<file path="config.mk">
export PLATFORM = sky130hd
export DESIGN_NAME = fdm_mac
export DESIGN_NICKNAME = d
export VERILOG_FILES = /design/src/design/fdm_pkg.sv /design/src/design/fdm_mac.sv
export SDC_FILE = /design/constraint.sdc
export NUM_CORES = 2
export LEC_CHECK = 0
export BUFFER_PORTS_ARGS = -buffer_cell sky130_fd_sc_hd__clkbuf_2
export CAP_MARGIN = 0
export CELL_PAD_IN_SITES_DETAIL_PLACEMENT = 0
export CELL_PAD_IN_SITES_GLOBAL_PLACEMENT = 1
export CORE_MARGIN = 2
export CORE_UTILIZATION = 51
export CTS_CLUSTER_DIAMETER = 150
export CTS_CLUSTER_SIZE = 16
export DETAILED_ROUTE_END_ITERATION = 12
export MAX_ROUTING_LAYER = met4
export PLACE_DENSITY = 0.91
export SLEW_MARGIN = 5
export SYNTH_ARGS = -nofsm -noshare
export SYNTH_HDL_FRONTEND = slang
export SYNTH_SLANG_ARGS = --single-unit
</file>
<file path="constraint.sdc">
create_clock -name clk -period 9.3 [get_ports clk]
set_clock_uncertainty 0.15 [all_clocks]
set_input_delay 0.465 -clock clk [delete_from_list [all_inputs] [get_ports clk]]
set_output_delay 0.465 -clock clk [all_outputs]
set_load 0.1 [all_outputs]
</file>
<file path="src/design/fdm_pkg.sv">
// shared constants, types and the quarter-wave sine table for the flanger
// no dependencies; imported by every module of the block
package fdm_pkg;

    localparam int LINE_DEPTH   = 1024;
    localparam int SINE_ENTRIES = 256;

    localparam int ADDR_W = $clog2(LINE_DEPTH);
    localparam int SINE_W = $clog2(SINE_ENTRIES);

    localparam int SAMPLE_W = 16;
    localparam int A_W      = 32;
    localparam int B_W      = 18;
    localparam int ACC_W    = A_W + B_W;

    // configuration register indexes
    localparam logic [7:0] CFG_MIX   = 8'd0;
    localparam logic [7:0] CFG_BASE  = 8'd1;
    localparam logic [7:0] CFG_DEPTH = 8'd2;
    localparam logic [7:0] CFG_STEP  = 8'd3;

    localparam logic [15:0] MIX_RESET   = 16'd16384;
    localparam logic [8:0]  BASE_RESET  = 9'd125;
    localparam logic [15:0] DEPTH_RESET = 16'd32768;
    localparam logic [23:0] STEP_RESET  = 24'd9739;

    // one in Q15
    localparam logic [15:0] Q15_ONE = 16'd32768;

    // one in Q30, the offset of the delay modulation
    localparam logic signed [ACC_W-1:0] MOD_BIAS = ACC_W'(1) << 30;

    typedef enum logic [1:0]
    {
        ADD_ZERO = 2'd0,
        ADD_BIAS = 2'd1,
        ADD_ACC  = 2'd2
    } add_sel_t;

    typedef struct packed
    {
        logic signed [A_W-1:0] a;
        logic signed [B_W-1:0] b;
        add_sel_t              add_sel;
    } mac_cmd_t;

    typedef logic [14:0] sine_rom_t [SINE_ENTRIES];

    // polynomial quarter sine in Q1.15, evaluated at elaboration
    function automatic logic [14:0] quarter_val(input int unsigned i);
        logic [63:0] t;
        logic [63:0] t2;
        logic [63:0] inner;
        logic [63:0] m;
        logic [63:0] r;
        t     = (64'(i) << 16) / SINE_ENTRIES;
        t2    = (t * t) >> 16;
        inner = 64'd42334 - ((64'd4926 * t2) >> 16);
        m     = 64'd102944 - ((inner * t2) >> 16);
        r     = ((m * t) >> 16) >> 1;
        if (r > 64'd32767)
        begin
            r = 64'd32767;
        end
        return r[14:0];
    endfunction

    function automatic sine_rom_t build_sine();
        sine_rom_t rom;
        for (int i = 0; i < SINE_ENTRIES; i++)
        begin
            rom[i] = quarter_val(i);
        end
        return rom;
    endfunction

    localparam sine_rom_t SINE_ROM  = build_sine();
    // value at the quarter point, one past the table
    localparam logic [14:0] SINE_PEAK = quarter_val(SINE_ENTRIES);

endpackage

</file>
<file path="src/design/fdm_mac.sv">
// shared multiply-accumulate unit of the flanger sequencer
// depends on fdm_pkg for operand widths and the command struct
module fdm_mac
    import fdm_pkg::*;
(
    input  logic                    clk,
    input  logic                    en,
    input  mac_cmd_t                cmd,
    output logic signed [ACC_W-1:0] acc,
    output logic signed [ACC_W-1:0] sum
);

    logic signed [ACC_W-1:0] acc_reg;
    logic signed [ACC_W-1:0] prod;
    logic signed [ACC_W-1:0] addend;

    always_comb
    begin
        prod = $signed(cmd.a) * $signed(cmd.b);
        unique case (cmd.add_sel)
            ADD_ZERO: addend = '0;
            ADD_BIAS: addend = MOD_BIAS;
            ADD_ACC:  addend = acc_reg;
            default:  addend = '0;
        endcase
        sum = addend + prod;
    end

    always_ff @(posedge clk)
    begin
        if (en)
        begin
            acc_reg <= sum;
        end
    end

    assign acc = acc_reg;

endmodule

</file>
**Yosys cells after proc, flatten, opt, wreduce, memory -nomap -nowiden**

Cells that the tools add are included.

- Input port bits: 54
- Register bits after elaboration: 50
- Output and inout port bits: 100
- Logic and storage cells: 6

- Add/sub/neg operators: 1
- Multipliers: 1
- Eq/ne operators: 2
- Mux-type cells: 1

Operator list:

| operator | count |
|---|---|
| 50-bit one-hot mux with 2 select lines | 1 |
| 50-bit adder | 1 |
| 32-bit by 18-bit multiplier with 50-bit output | 1 |
| 2-bit by 1-bit == test with 1-bit output (second input constant) | 1 |
| 2-bit == test (second input constant) | 1 |

**Depth between registers and ports, before layout**

- Word-level depth: 3
- Mapped depth: 25
- Depth with buffers taken out: 24

**Least setup slack after synthesis**

No wires, ideal clock.

- Kind: input -> register
- Start: input cmd[51] in the netlist's numbering
- End: register acc_reg[49], in the netlist acc[49] (data pin)
- Library setup time: 0.566 ns
- Buffers on the path: 2
- Cell stages on the path: 23
- Data arrival time: 8.375 ns
- Setup slack: 0.209 ns
- Required time: 8.584 ns
- Cell sequence: clkbuf_1 > nand2_1 > inv_1 > fa_1 > inv_1 > fa_1 > inv_1 > fa_1 > fa_1 > fa_1 > fa_1 > ha_1 > ha_1 > buf_2 > a21o_1 > a21o_1 > a21o_1 > a221oi_1 > o21ai_1 > a31oi_1 > a21boi_2 > mux2i_1 > a2111oi_2

- Word-level cells in the longest chain between the ends: 2

RTL lines:

| what | RTL line | RTL |
|---|---|---|
| start, declared | fdm_mac.sv:8 | `input mac_cmd_t cmd,` |
| 32-bit by 18-bit multiplier with 50-bit output | fdm_mac.sv:19 | `prod = $signed(cmd.a) * $signed(cmd.b);` |
| 50-bit adder | fdm_mac.sv:26 | `sum = addend + prod;` |
| via sum[49] | fdm_mac.sv:10 | `output logic signed [ACC_W-1:0] sum` |
| end signal, assigned | fdm_mac.sv:33 | `acc_reg <= sum;` |
| end, declared | fdm_mac.sv:13 | `logic signed [ACC_W-1:0] acc_reg;` |

The timed path passes the listed nets, and every way through them passes these cells.
A chain may end at the register's enable or synchronous reset.

**Worst setup path after layout**

- Start: input cmd[6] in the netlist's numbering
- End: output sum[44]

- Word-level cells in the longest chain between the ends: 2

RTL lines:

| what | RTL line |
|---|---|
| 32-bit by 18-bit multiplier with 50-bit output | fdm_mac.sv:19 |
| 50-bit adder | fdm_mac.sv:26 |
| end, declared | fdm_mac.sv:10 |

No other way between the ends.

==> metrics <==
clock slew at reported path FFs 0.10 ns; GRT Residual Overflow 0; Hold Fails Final Rpt 0; Chip Width between 200 and 250 um; vias per cell around 5.4; WL per Instance 19.4 um; Reg-to-Reg End acc[48]; clk root buf clkbuf_16; vias 16,300; Num CTS Buffers 5; RSZ-0062 raised after global routing false; layer with the highest usage met2; Post-Syn Instances ~2,300; later-pin clock latency in the skew report roughly 0.35 ns; post-route cell area between 20,000 and 25,000 um2; Hold WS 0.566 ns; nature of the critical path endpoint output port; Critical Path AT 8.17 ns; pin count of the biggest net entering global routing about 50; 1st-pass router iterations 5; final setup vio count 0; Netlist cell types 64; hold_buf cts 0; Placed Instances between 3,000 and 4,000; clk sink count 50; DR iter-0 viols 922; layout cells sized above 1 about 8.5%; DP Area about 24,000 um2; RR Startpoint acc[30]; chip height ~220 um; initial core utilization around half; Final Max Tran Viols 0; ANT cells 0; fin nets about 3,200; WHS Path Cells 2; row count 77; Final Non-Filler Cells 3,017; GR met3 Demand/Resource between 3 and 4%; Hold WC Path Type reg2reg; initial antenna violation count 0; #FFs+latches synth 50; post-layout min period between 8 and 9 ns; slew margin rel. between 20% and 30%; cell area after synthesis 22,800 um2; area of the core ~44,000 um2; vias in the first global route approximately 19,000; grt met2 use a little under half; maxcap violations 0; commonest register cell after synthesis edfxtp_1; Layout area overhead 6.47%; sequential share of the synthesized area under 10%; max FFs per register 50; worst r2r path cells 16; # Post-CTS Setup Buffers 0; DRC 0; Worst-Margin Slew around 1.1 ns; CP max FO 29; CTS resizes 0; Worst Path Required 8.69 ns; asr flop ratio synth 0%; Placer Congestion ~0.94; overall global routing resource usage between 20 and 30%; Avg Inst Size Synth about 9.7 um2; hold_sp acc[0]; status completed; Synth Warn # 0; TNS Setup 0 ns; final WL ~60,000 um; EDFF count, synth 50; max frequency 114 MHz; Worst Hold End acc[0]; H-Tree Depth 2; num ports roughly 150; clk buf depth 2; period utilization 94.5%; HPWL Detailed 48,300 um; post-route ant nets 0; met1 global-route usage between 30% and 40%; reg2reg setup slack between 3 and 4 ns; first-pass GRT wire length about 97,000 um; I/O Buffers ~150; Syn Nets between 3,000 and 4,000; Crit Path Class in2out; CTS tree yes; Critical Path Start Type primary input; Die Area between 40,000 and 50,000 um2
## layer usage
metal  part of all wire (%)  vias to the layer above
met3                    6.6                      135
li1                       -                     7025
met2                     51                      624
met4                    4.0                        0
met5                      0                        -
met1                     38                     8528
## cells in the mapped netlist (all sizes together), types with 9 or more instances
| master | instances | area share [%] |
|---|---|---|
| fa | 600 | 53 |
| ha | 142 | 7.8 |
| nand3 | 13 | 0.29 |
| nand2 | 321 | 5.3 |
| a21oi | 38 | 0.83 |
| xnor2 | 42 | 1.6 |
| inv | 535 | 8.8 |
| a21o | 32 | 1.1 |
| a211oi | 9 | 0.37 |
| edfxtp | 50 | 6.6 |
| nor2 | 42 | 0.70 |
| and2 | 297 | 8.2 |
| o21ai | 19 | 0.42 |
| clkbuf | 95 | 1.6 |
| xor2 | 14 | 0.54 |
## critical path: stages
cell and delay [ns]:
clkbuf_2 0.53, and2_1 0.38, fa_1 0.52, inv_1 0.06, fa_1 0.44, fa_1 0.55, inv_1 0.06, fa_1 0.44
fa_1 0.54, fa_1 0.44, fa_1 0.37, ha_1 0.40, and3_1 0.23, and3_4 0.21, nand2_2 0.07, a211oi_4 0.29
a41oi_2 0.35, o41ai_2 0.58, or2_1 0.23, a41oi_1 0.15, xnor2_1 0.32, clkbuf_2 0.53
## cell type report
type                       count  area [um2]
clock buffer                   5         125
clock inverter                 3        42.5
fill                        3948       19900
inverter                     535        2010
multi-input combinational   1654       18900
sequential                    50        1500
tap                          592         741
timing repair buffer         178         953
## through the flow
step / worst slack, ns / utilization [%]
2_1_floorplan: 0.209 / -
5_1_grt: 0.237 / 55.0
6_report: 0.514 / 55.0
3_3_place_gp: 0.747 / 54.6
3_5_place_dp: 0.638 / 54.6
4_1_cts: 0.643 / 55.0
## worst max path at each step
stage | from | end | slack [ns] | cells past startpoint
after global placement | cmd[5] | sum[44] | 0.75 | 21
after global routing | cmd[8] | sum[44] | 0.24 | 22
final | cmd[6] | sum[44] | 0.51 | 22
after CTS | cmd[5] | sum[44] | 0.64 | 22
after floorplan | cmd[51] | acc[49] | 0.21 | 23
after detailed placement | cmd[2] | sum[44] | 0.64 | 24
## placed cells by master (no fill, tap or decap), types with 2 or more instances in the layout
cell and n:
a211oi_1 7, a21o_1 32, a21oi_1 38, a31oi_1 6, a31oi_2 2, a41oi_1 2
and2_1 297, and3_1 5, and4_1 2, buf_4 25, clkbuf_16 5, clkbuf_2 153
edfxtp_1 50, fa_1 600, ha_1 141, inv_1 534, mux2i_1 2, nand2_1 320
nand2b_1 6, nand3_1 13, nand4_1 3, nor2_1 41, nor2b_1 4, nor3_1 2
nor4_1 2, o211a_1 3, o211ai_1 6, o21a_1 5, o21ai_0 17, o21ai_1 2
o21bai_1 7, o41ai_2 2, or2_2 2, or3_1 2, xnor2_1 42, xor2_1 14
## kinds of logic after synthesis
| logic type | count (synthesis) | share of synthesized area, % |
|---|---|---|
| compound gates | 151 | 4.80 |
| xor+xnor | 56 | 2.15 |
| fa+ha+maj | 742 | 60.5 |
| buf+inv | 637 | 10.5 |
| flops | 50 | 6.59 |
| mux | 2 | 0.0879 |
| simple gates | 703 | 15.3 |
Power is not shown: default switching activity piles up to over one toggle a cycle in this logic, so the estimate is an artifact.
